<file path="config.mk">
export PLATFORM = sky130hd
export DESIGN_NAME = lcd_segment_serial_writer_top_flat
export DESIGN_NICKNAME = d
export VERILOG_FILES = /design/src/hw/rtl/lsw_pkg.sv /design/src/hw/rtl/lsw_req_if.sv /design/src/hw/rtl/lsw_rsp_if.sv /design/src/hw/rtl/lcd_segment_serial_writer_top.sv /design/src/flat_wrapper.sv
export SDC_FILE = /design/constraint.sdc
export NUM_CORES = 1
export LEC_CHECK = 0
export ABC_CLOCK_PERIOD_IN_PS = 12070
export BUFFER_PORTS_ARGS = -buffer_cell sky130_fd_sc_hd__buf_2
export CAP_MARGIN = 15
export CORE_ASPECT_RATIO = 1.5
export CORE_MARGIN = 2
export CORE_UTILIZATION = 25
export CTS_BUF_LIST = sky130_fd_sc_hd__clkbuf_2
export CTS_CLUSTER_SIZE = 8
export DETAILED_ROUTE_END_ITERATION = 8
export GPL_TIMING_DRIVEN = 0
export PLACE_DENSITY = 0.39
export SETUP_SLACK_MARGIN = 0.3
export SLEW_MARGIN = 15
export SYNTH_ARGS = -nofsm -noshare
export SYNTH_HDL_FRONTEND = slang
export SYNTH_SLANG_ARGS = --single-unit
</file>
<file path="constraint.sdc">
create_clock -name clock -period 12.07 [get_ports clock]
set_input_delay 0.6035 -clock clock [delete_from_list [all_inputs] [get_ports clock]]
set_output_delay 0.6035 -clock clock [all_outputs]
set_load 0.1 [all_outputs]
</file>
<file path="src/hw/rtl/lsw_pkg.sv">
// Shared types, constants, microcode ROM and segment table for the LCD serial writer.
package lsw_pkg;

   // Operation codes carried in the request beat
   localparam logic [1:0] OP_CMD   = 2'd0;
   localparam logic [1:0] OP_WRITE = 2'd1;
   localparam logic [1:0] OP_SHOW  = 2'd2;
   localparam logic [1:0] OP_INC   = 2'd3;

   // Frame layout: frames are held left aligned in a 13-bit shifter
   localparam int unsigned FRAME_W = 13;
   localparam logic [3:0]  CMD_BITS   = 4'd12;
   localparam logic [3:0]  WRITE_BITS = 4'd13;
   localparam logic [2:0]  MODE_CMD   = 3'b100;
   localparam logic [2:0]  MODE_WRITE = 3'b101;
   // Segment writes go to addresses 4..7: upper address bits fixed
   localparam logic [3:0]  SEG_ADDR_HI = 4'b0001;

   // Number handling
   localparam logic [6:0]  VALUE_MAX   = 7'd99;
   localparam logic [7:0]  DIV10_MUL   = 8'd205;
   localparam int unsigned DIV10_SHIFT = 11;
   localparam logic [3:0]  DIGIT_MAX   = 4'd9;

   typedef enum logic [1:0] {
      ST_IDLE,
      ST_RUN,
      ST_SHIFT
   } state_type;

   typedef enum logic [1:0] {
      FR_NONE,
      FR_CMD,
      FR_WRITE,
      FR_SEG
   } frame_type;

   typedef enum logic [1:0] {
      NUM_KEEP,
      NUM_VALUE,
      NUM_INC
   } num_type;

   typedef logic [2:0] upc_type;

   // Microcode addresses; the first four are the entry points for each op
   localparam upc_type UA_CMD      = 3'd0;
   localparam upc_type UA_WRITE    = 3'd1;
   localparam upc_type UA_SHOW     = 3'd2;
   localparam upc_type UA_INC      = 3'd3;
   localparam upc_type UA_TENS_HI  = 3'd4;
   localparam upc_type UA_TENS_LO  = 3'd5;
   localparam upc_type UA_UNITS_HI = 3'd6;
   localparam upc_type UA_UNITS_LO = 3'd7;

   typedef struct packed {
      frame_type  frame;       // frame to load into the shifter, if any
      num_type    num;         // number prep: latch tens and units
      logic       digit_units; // segment frame uses the units digit
      logic       seg_low;     // second nibble of the digit's pair
      logic [1:0] seg_addr;    // low address bits of the segment write
      logic       done;        // end of program after this step
      upc_type    next;        // next step
   } ucode_type;

   // Control store: one word per step
   function automatic ucode_type ucode_rom(input upc_type upc);
      ucode_type w;
      w = '{frame: FR_NONE, num: NUM_KEEP, digit_units: 1'b0, seg_low: 1'b0,
            seg_addr: 2'd0, done: 1'b1, next: UA_CMD};
      case (upc)
         UA_CMD: begin
            w.frame = FR_CMD;
         end
         UA_WRITE: begin
            w.frame = FR_WRITE;
         end
         UA_SHOW: begin
            w.num  = NUM_VALUE;
            w.done = 1'b0;
            w.next = UA_TENS_HI;
         end
         UA_INC: begin
            w.num  = NUM_INC;
            w.done = 1'b0;
            w.next = UA_TENS_HI;
         end
         UA_TENS_HI: begin
            w.frame    = FR_SEG;
            w.seg_addr = 2'd3;
            w.done     = 1'b0;
            w.next     = UA_TENS_LO;
         end
         UA_TENS_LO: begin
            w.frame    = FR_SEG;
            w.seg_low  = 1'b1;
            w.seg_addr = 2'd2;
            w.done     = 1'b0;
            w.next     = UA_UNITS_HI;
         end
         UA_UNITS_HI: begin
            w.frame       = FR_SEG;
            w.digit_units = 1'b1;
            w.seg_addr    = 2'd1;
            w.done        = 1'b0;
            w.next        = UA_UNITS_LO;
         end
         UA_UNITS_LO: begin
            w.frame       = FR_SEG;
            w.digit_units = 1'b1;
            w.seg_low     = 1'b1;
            w.seg_addr    = 2'd0;
         end
         default: begin
            w.done = 1'b1;
         end
      endcase
      return w;
   endfunction

   // Segment nibble pair per decimal digit
   function automatic logic [3:0] seg_nibble(input logic [3:0] digit, input logic low);
      logic [7:0] pair;
      case (digit)
         4'd0:    pair = 8'hF5;
         4'd1:    pair = 8'h05;
         4'd2:    pair = 8'hD3;
         4'd3:    pair = 8'h97;
         4'd4:    pair = 8'h27;
         4'd5:    pair = 8'hB6;
         4'd6:    pair = 8'hF6;
         4'd7:    pair = 8'h15;
         4'd8:    pair = 8'hFF;
         4'd9:    pair = 8'hB7;
         default: pair = 8'h00;
      endcase
      return low ? pair[3:0] : pair[7:4];
   endfunction

endpackage

</file>
<file path="src/hw/rtl/lsw_req_if.sv">
// Request channel: one beat per operation.
interface lsw_req_if;
   logic       valid;
   logic       ready;
   logic [1:0] op;
   logic [7:0] command_code;
   logic [5:0] address;
   logic [3:0] nibble;
   logic [6:0] value;

   modport source (output valid, op, command_code, address, nibble, value, input ready);
   modport sink   (input valid, op, command_code, address, nibble, value, output ready);
endinterface

</file>
<file path="src/hw/rtl/lsw_rsp_if.sv">
// Response channel: one beat per serial bit.
interface lsw_rsp_if;
   logic valid;
   logic ready;
   logic serial_bit;
   logic frame_end;
   logic last;

   modport source (output valid, serial_bit, frame_end, last, input ready);
   modport sink   (input valid, serial_bit, frame_end, last, output ready);
endinterface

</file>
<file path="src/hw/rtl/lcd_segment_serial_writer_top.sv">
// Serial frame writer for a three-wire segment LCD controller. Each request beat is turned
// into serial bits, MSB first, one response beat per bit: op 0 sends a 12-bit command frame,
// op 1 a 13-bit nibble write, ops 2 and 3 four 13-bit segment writes (52 bits) showing a
// two-digit number (op 2 saturates the value to 99; op 3 steps an internal counter modulo
// 100 and shows it). A small microcode sequencer walks a control store: each step either
// prepares the digits or loads one frame into a shifter that emits a bit per cycle whenever
// the response register is empty or being taken. An item goes through dispatch, then for a
// number a step that splits it into digits, then per frame a load and its bits in turn.
// A request is taken only while the sequencer is idle; the response register lets the
// last bit of one item wait while the next item is taken.
module lcd_segment_serial_writer_top (
   input logic clock,
   input logic reset,
   lsw_req_if.sink   req_ch,
   lsw_rsp_if.source rsp_ch
);
   import lsw_pkg::*;

   // Sequencer state
   state_type          state_ff, state_in;
   upc_type            upc_ff, upc_in;
   logic [6:0]         count_ff, count_in;
   logic               final_ff, final_in;
   logic [3:0]         bits_left_ff, bits_left_in;
   logic               rsp_valid_ff, rsp_valid_in;

   // Datapath registers
   logic [7:0]         cmd_ff, cmd_in;
   logic [5:0]         addr_ff, addr_in;
   logic [3:0]         nib_ff, nib_in;
   logic [6:0]         value_ff, value_in;
   logic [3:0]         tens_ff, tens_in;
   logic [3:0]         units_ff, units_in;
   logic [FRAME_W-1:0] shift_ff, shift_in;
   logic               rsp_bit_ff, rsp_bit_in;
   logic               rsp_end_ff, rsp_end_in;
   logic               rsp_last_ff, rsp_last_in;

   ucode_type          ucw;
   logic               req_take;
   logic               push;
   logic [6:0]         num_sel;
   logic [6:0]         count_sat;
   logic [14:0]        prod;
   logic [3:0]         tens_calc;
   logic [6:0]         tens_x10;
   logic [6:0]         units_wide;
   logic [3:0]         seg_digit;
   logic [3:0]         seg_nib;

   assign ucw      = ucode_rom(upc_ff);
   assign req_take = req_ch.valid && req_ch.ready;
   assign push     = (state_ff == ST_SHIFT) && (!rsp_valid_ff || rsp_ch.ready);

   assign req_ch.ready      = (state_ff == ST_IDLE);
   assign rsp_ch.valid      = rsp_valid_ff;
   assign rsp_ch.serial_bit = rsp_bit_ff;
   assign rsp_ch.frame_end  = rsp_end_ff;
   assign rsp_ch.last       = rsp_last_ff;

   // Number prep: saturate or step the counter, then split by multiply with 1/10
   always_comb begin
      count_sat = (count_ff > VALUE_MAX) ? VALUE_MAX : count_ff;
      if (ucw.num == NUM_INC) begin
         num_sel = (count_sat == VALUE_MAX) ? 7'd0 : count_sat + 7'd1;
      end else begin
         num_sel = (value_ff > VALUE_MAX) ? VALUE_MAX : value_ff;
      end
      prod       = {8'd0, num_sel} * {7'd0, DIV10_MUL};
      tens_calc  = prod[DIV10_SHIFT +: 4];
      tens_x10   = {tens_calc, 3'b000} + {2'b00, tens_calc, 1'b0};
      units_wide = num_sel - tens_x10;
   end

   // Segment nibble for the current step
   assign seg_digit = ucw.digit_units ? units_ff : tens_ff;
   assign seg_nib   = seg_nibble(seg_digit, ucw.seg_low);

   // Sequencer: dispatch, step execution and bit shifting
   always_comb begin
      state_in     = state_ff;
      upc_in       = upc_ff;
      count_in     = count_ff;
      final_in     = final_ff;
      bits_left_in = bits_left_ff;
      cmd_in       = cmd_ff;
      addr_in      = addr_ff;
      nib_in       = nib_ff;
      value_in     = value_ff;
      tens_in      = tens_ff;
      units_in     = units_ff;
      shift_in     = shift_ff;
      rsp_bit_in   = rsp_bit_ff;
      rsp_end_in   = rsp_end_ff;
      rsp_last_in  = rsp_last_ff;
      rsp_valid_in = rsp_valid_ff && !rsp_ch.ready;

      case (state_ff)
         ST_IDLE: begin
            if (req_take) begin
               upc_in   = {1'b0, req_ch.op};
               cmd_in   = req_ch.command_code;
               addr_in  = req_ch.address;
               nib_in   = req_ch.nibble;
               value_in = req_ch.value;
               state_in = ST_RUN;
            end
         end
         ST_RUN: begin
            if (ucw.num != NUM_KEEP) begin
               tens_in  = tens_calc;
               units_in = units_wide[3:0];
               if (ucw.num == NUM_INC) begin
                  count_in = num_sel;
               end
            end
            final_in = ucw.done;
            case (ucw.frame)
               FR_CMD: begin
                  shift_in     = {MODE_CMD, cmd_ff, 2'b00};
                  bits_left_in = CMD_BITS;
                  state_in     = ST_SHIFT;
               end
               FR_WRITE: begin
                  shift_in     = {MODE_WRITE, addr_ff, nib_ff};
                  bits_left_in = WRITE_BITS;
                  state_in     = ST_SHIFT;
               end
               FR_SEG: begin
                  shift_in     = {MODE_WRITE, SEG_ADDR_HI, ucw.seg_addr, seg_nib};
                  bits_left_in = WRITE_BITS;
                  state_in     = ST_SHIFT;
               end
               default: begin
                  if (ucw.done) begin
                     state_in = ST_IDLE;
                  end else begin
                     upc_in = ucw.next;
                  end
               end
            endcase
         end
         ST_SHIFT: begin
            if (push) begin
               rsp_valid_in = 1'b1;
               rsp_bit_in   = shift_ff[FRAME_W-1];
               rsp_end_in   = (bits_left_ff == 4'd1);
               rsp_last_in  = (bits_left_ff == 4'd1) && final_ff;
               shift_in     = {shift_ff[FRAME_W-2:0], 1'b0};
               bits_left_in = bits_left_ff - 4'd1;
               if (bits_left_ff == 4'd1) begin
                  if (final_ff) begin
                     state_in = ST_IDLE;
                  end else begin
                     upc_in   = ucw.next;
                     state_in = ST_RUN;
                  end
               end
            end
         end
         default: begin
            state_in = ST_IDLE;
         end
      endcase
   end

   // Control registers
   always_ff @(posedge clock) begin
      if (reset) begin
         state_ff     <= ST_IDLE;
         upc_ff       <= UA_CMD;
         count_ff     <= 7'd0;
         final_ff     <= 1'b0;
         bits_left_ff <= 4'd0;
         rsp_valid_ff <= 1'b0;
      end else begin
         state_ff     <= state_in;
         upc_ff       <= upc_in;
         count_ff     <= count_in;
         final_ff     <= final_in;
         bits_left_ff <= bits_left_in;
         rsp_valid_ff <= rsp_valid_in;
      end
   end

   // Payload registers
   always_ff @(posedge clock) begin
      cmd_ff      <= cmd_in;
      addr_ff     <= addr_in;
      nib_ff      <= nib_in;
      value_ff    <= value_in;
      tens_ff     <= tens_in;
      units_ff    <= units_in;
      shift_ff    <= shift_in;
      rsp_bit_ff  <= rsp_bit_in;
      rsp_end_ff  <= rsp_end_in;
      rsp_last_ff <= rsp_last_in;
   end

`ifndef SYNTHESIS
   // Shifter never sits in the shift state with nothing left to send
   a_shift_nonempty: assert property (@(posedge clock) disable iff (reset)
      (state_ff == ST_SHIFT) |-> (bits_left_ff != 4'd0))
      else $error("shift state with empty shifter");

   // Stored counter stays a two-digit number
   a_count_range: assert property (@(posedge clock) disable iff (reset)
      (count_ff <= VALUE_MAX))
      else $error("counter out of range");

   // The last bit of an item always closes a frame
   a_last_ends_frame: assert property (@(posedge clock) disable iff (reset)
      (rsp_valid_ff && rsp_last_ff) |-> rsp_end_ff)
      else $error("last bit not at frame end");

   // An accepted request starts the program
   a_dispatch: assert property (@(posedge clock) disable iff (reset)
      req_take |=> (state_ff == ST_RUN))
      else $error("request not dispatched");

   // Digit split always yields decimal digits
   a_digits: assert property (@(posedge clock) disable iff (reset)
      (state_ff == ST_RUN && ucw.num != NUM_KEEP) |=>
         (tens_ff <= DIGIT_MAX && units_ff <= DIGIT_MAX))
      else $error("digit out of range");
`endif

endmodule

</file>
<file path="src/flat_wrapper.sv">
// flat-port wrapper written by rule: the top's interface ports become plain ports
module lcd_segment_serial_writer_top_flat import lsw_pkg::*;
  (clock, reset, req_ch_valid, req_ch_op, req_ch_command_code, req_ch_address, req_ch_nibble, req_ch_value, req_ch_ready, rsp_ch_valid, rsp_ch_serial_bit, rsp_ch_frame_end, rsp_ch_last, rsp_ch_ready);
  lsw_req_if req_ch_i ();
  lsw_rsp_if rsp_ch_i ();
  input logic clock;
  input logic reset;
  input wire logic [$bits(req_ch_i.valid)-1:0] req_ch_valid;
  input wire logic [$bits(req_ch_i.op)-1:0] req_ch_op;
  input wire logic [$bits(req_ch_i.command_code)-1:0] req_ch_command_code;
  input wire logic [$bits(req_ch_i.address)-1:0] req_ch_address;
  input wire logic [$bits(req_ch_i.nibble)-1:0] req_ch_nibble;
  input wire logic [$bits(req_ch_i.value)-1:0] req_ch_value;
  output wire logic [$bits(req_ch_i.ready)-1:0] req_ch_ready;
  output wire logic [$bits(rsp_ch_i.valid)-1:0] rsp_ch_valid;
  output wire logic [$bits(rsp_ch_i.serial_bit)-1:0] rsp_ch_serial_bit;
  output wire logic [$bits(rsp_ch_i.frame_end)-1:0] rsp_ch_frame_end;
  output wire logic [$bits(rsp_ch_i.last)-1:0] rsp_ch_last;
  input wire logic [$bits(rsp_ch_i.ready)-1:0] rsp_ch_ready;
  assign req_ch_i.valid = req_ch_valid;
  assign req_ch_i.op = req_ch_op;
  assign req_ch_i.command_code = req_ch_command_code;
  assign req_ch_i.address = req_ch_address;
  assign req_ch_i.nibble = req_ch_nibble;
  assign req_ch_i.value = req_ch_value;
  assign req_ch_ready = req_ch_i.ready;
  assign rsp_ch_valid = rsp_ch_i.valid;
  assign rsp_ch_serial_bit = rsp_ch_i.serial_bit;
  assign rsp_ch_frame_end = rsp_ch_i.frame_end;
  assign rsp_ch_last = rsp_ch_i.last;
  assign rsp_ch_i.ready = rsp_ch_ready;
  lcd_segment_serial_writer_top u_core (.clock(clock), .reset(reset), .req_ch(req_ch_i), .rsp_ch(rsp_ch_i));
endmodule
</file>
==> impl_metrics.py <==
metrics = {
    "status": {
        "outcome": "finished, final reports clean",
    },
    "timing": {
        "fin_ws_ns": 5.28,
        "slew_viol_final": 0,
        "fin_setup_tns_ns": 0,
        "whs_ns": 0.256,
        "fin_skew_ns": 0.0340,
        "max_freq_ghz": 0.147,
        "maxSlewHeadroom": 0.296,
        "rsz0062_at_grt": "false",
        "fin_crit_ns": 6.79,
        "worst_pin_slew_ns": 1.04,
        "setup_viol": 0,
        "finalHoldViolCount": 0,
        "fin_crit_sh": 0.563,
    },
    "finish": {
        "drive_above_1_share": 0.147,
        "final_cell_mix": "edfxtp_1 (49), ha_1 (45), inv_1 (43), nand2_1 (42), buf_2 (36)",
        "final_cells": 675,
        "fin_nets": 543,
        "mostFrequentLayoutCell": "edfxtp_1",
        "fin_area_sq_um": 4770,
        "utilization": 0.287,
        "area_growth_pct": 13.1,
    },
    "global_route": {
        "grt_pass1_vias": 3251,
        "antenna_found_initial": 1,
        "grt_overflow": 0,
        "grt_use_total": 0.114,
        "grt_max_degree": 26,
        "grt_pass1_wl_um": 15800,
    },
    "drt": {
        "wire_per_inst_um": 13.9,
        "first_pass_iters": 4,
        "highest-signal-layer": "met4",
        "wl_met1_um": 3860,
        "dr_wl_met3_um": 308,
        "wl_met2_um": 5100,
        "initialDrtViolationCount": 148,
        "wl_um": 9400,
        "vias": 3033,
        "viasPerCell": 4.49,
        "drc_errors": 0,
        "ant_nets": 0,
    },
    "floorplanning": {
        "design.core.area_sq_um": 16600,
        "start_util": 0.254,
        "die_w_um": 110,
        "std_cell_rows": 58,
        "die_h_um": 163,
        "io_pins": 36,
        "die-area_sq_um": 17900,
    },
    "synthesis": {
        "synthDistinctLibCells": 59,
        "ys_seq_area_frac": 0.434,
        "syn-num-nets": 497,
        "async_reset_ff_frac": 0,
        "yosysWarnings": 0,
        "synth_cells": 413,
        "synth_area_per_cell_sq_um": 10.2,
        "synth_seq_cells": 67,
        "synth_ff_type": "edfxtp_1",
        "synth_area_sq_um": 4220,
        "synth_edf_count": 49,
    },
    "clocking": {
        "clock-root-buffer": "clkbuf_2",
        "htreeDepth": 3,
        "postCtsSetupBuffers": 0,
        "numCtsBuffers": 9,
        "clk_latency_ns": 0.50,
        "holdBufCountCts": 0,
        "cts_tree": "built",
        "cts_resized": 0,
        "clk_path_buf_depth": 2,
        "clock-sinks": 67,
        "clkTransAtPathRegs_ns": 0.20,
    },
    "placed_design": {
        "place_ws_ns": 5.27,
        "post-place-cells": 658,
        "dpl.hpwl_um": 7330,
        "numPortBuffers": 34,
        "dpl_cell_area_sq_um": 4670,
        "place.gp.congestion": 0.742,
    },
    "critical_path": {
        "cp-start-kind": "flip-flop",
        "r2r-end": "u_core.units_ff[3]",
        "crit_top_cell": "ha_1",
        "critPathArrivalTime_ns": 7.04,
        "critPathSlowestCell": "o21ai_0",
        "critical_path_class": "flip-flop to flip-flop",
        "rr_worst_depth": 26,
        "critPathRequiredTime_ns": 12.32,
        "slowest_delay_ns": 0.57,
        "r2r_start": "u_core.count_ff[5]",
        "cp-end-kind": "flip-flop",
        "cp_max_fo": 8,
        "reg2reg_setup_slack_ns": 5.28,
    },
    "min_path": {
        "hold_depth": 1,
        "hold_path_class": "input pin to flip-flop",
        "whs_endpoint": "u_core.cmd_ff[7]",
        "hp-start": "req_ch_command_code[7]",
    },
    "pwr": {
        "powerDensity_nw_per_um2": 265,
        "max-vdd-ir-drop_v": 0.000133,
        "p_total_mw": 1.26,
        "p_leak_nw": 2.03,
    },
    "flow_run": {
        "drv_cap": 0,
    },
}
final cells by class:
cell class / count / area [sq um]
diodes: 1 / 2.50
multi-input cells: 289 / 2170
clock buffers: 12 / 60.1
fillers: 1764 / 11800
inverters: 43 / 161
repair buffers: 35 / 181
well taps: 210 / 263
flip-flops and latches: 67 / 1830
plain buffers: 14 / 55.1
clock inverters: 4 / 42.5
power by group:
part	total, mW	switching [mW]	internal, mW	leakage, nW
Sequential	0.377	0.0248	0.352	0.606
Clock	0.128	0.0795	0.0490	0.0710
Combinational	0.759	0.444	0.315	1.35
Total	1.26	0.548	0.717	2.03
registers in the layout (all words and copies together) (netlist names), 6 cells and up:
signal           cells
u_core.addr_ff       6
u_core.value_ff      7
u_core.cmd_ff        8
u_core.shift_ff     13
u_core.count_ff      7
worst max-delay path, delay by kind of cell, from the launching register on:
kind                       cells  cell delay [ns]
adders and majority gates      7             2.07
buffers and inverters          6             0.87
AOI/OAI and AO/OA              5             1.64
and+or+nand+nor                4             0.68
xor gates and xnor gates       4             0.95
DFF                            1             0.35
per-layer routing:
| metal | vias to the layer above | track usage |
|---|---|---|
| met3 | 10 | 0.0215 |
| li1 | 1553 | - |
| met5 | - | 0 |
| met4 | 0 | 0.0403 |
| met2 | 44 | 0.214 |
| met1 | 1426 | 0.123 |
cell usage after synthesis, drive strengths merged (6+ instances only):
library cell  count  share of area
edfxtp           49           0.35
ha               45           0.13
inv              43          0.038
nand2            42          0.037
nor2             28          0.025
a21oi            27          0.032
o21ai            27          0.032
dfxtp            18          0.085
clkbuf           12          0.011
nand3            11          0.013
mux2i             9          0.021
nor3              9          0.011
fa                8          0.038
nor2b             7          0.010
and2              6         0.0089
xor2              6          0.014
worst max-delay path by stage:
stage | endpoint | cells past startpoint | startpoint
final | u_core.units_ff[3] | 26 | u_core.count_ff[5]
after global placement | u_core.units_ff[3] | 26 | u_core.count_ff[5]
after global routing | u_core.units_ff[3] | 26 | u_core.count_ff[5]
after CTS | u_core.units_ff[3] | 26 | u_core.count_ff[5]
after floorplan | u_core.units_ff[3] | 26 | u_core.count_ff[2]
after detailed placement | u_core.units_ff[3] | 26 | u_core.count_ff[5]
cell families after synthesis:
family | synth area share
AO/OA/AOI/OAI | 0.142
XOR/XNOR | 0.0258
adder cells (fa/ha/maj) | 0.171
buffers and inverters | 0.0513
flip-flops | 0.434
multiplexers | 0.0294
AND/OR/NAND/NOR | 0.146
No activity file was read; power rests on OpenSTA's default activity.
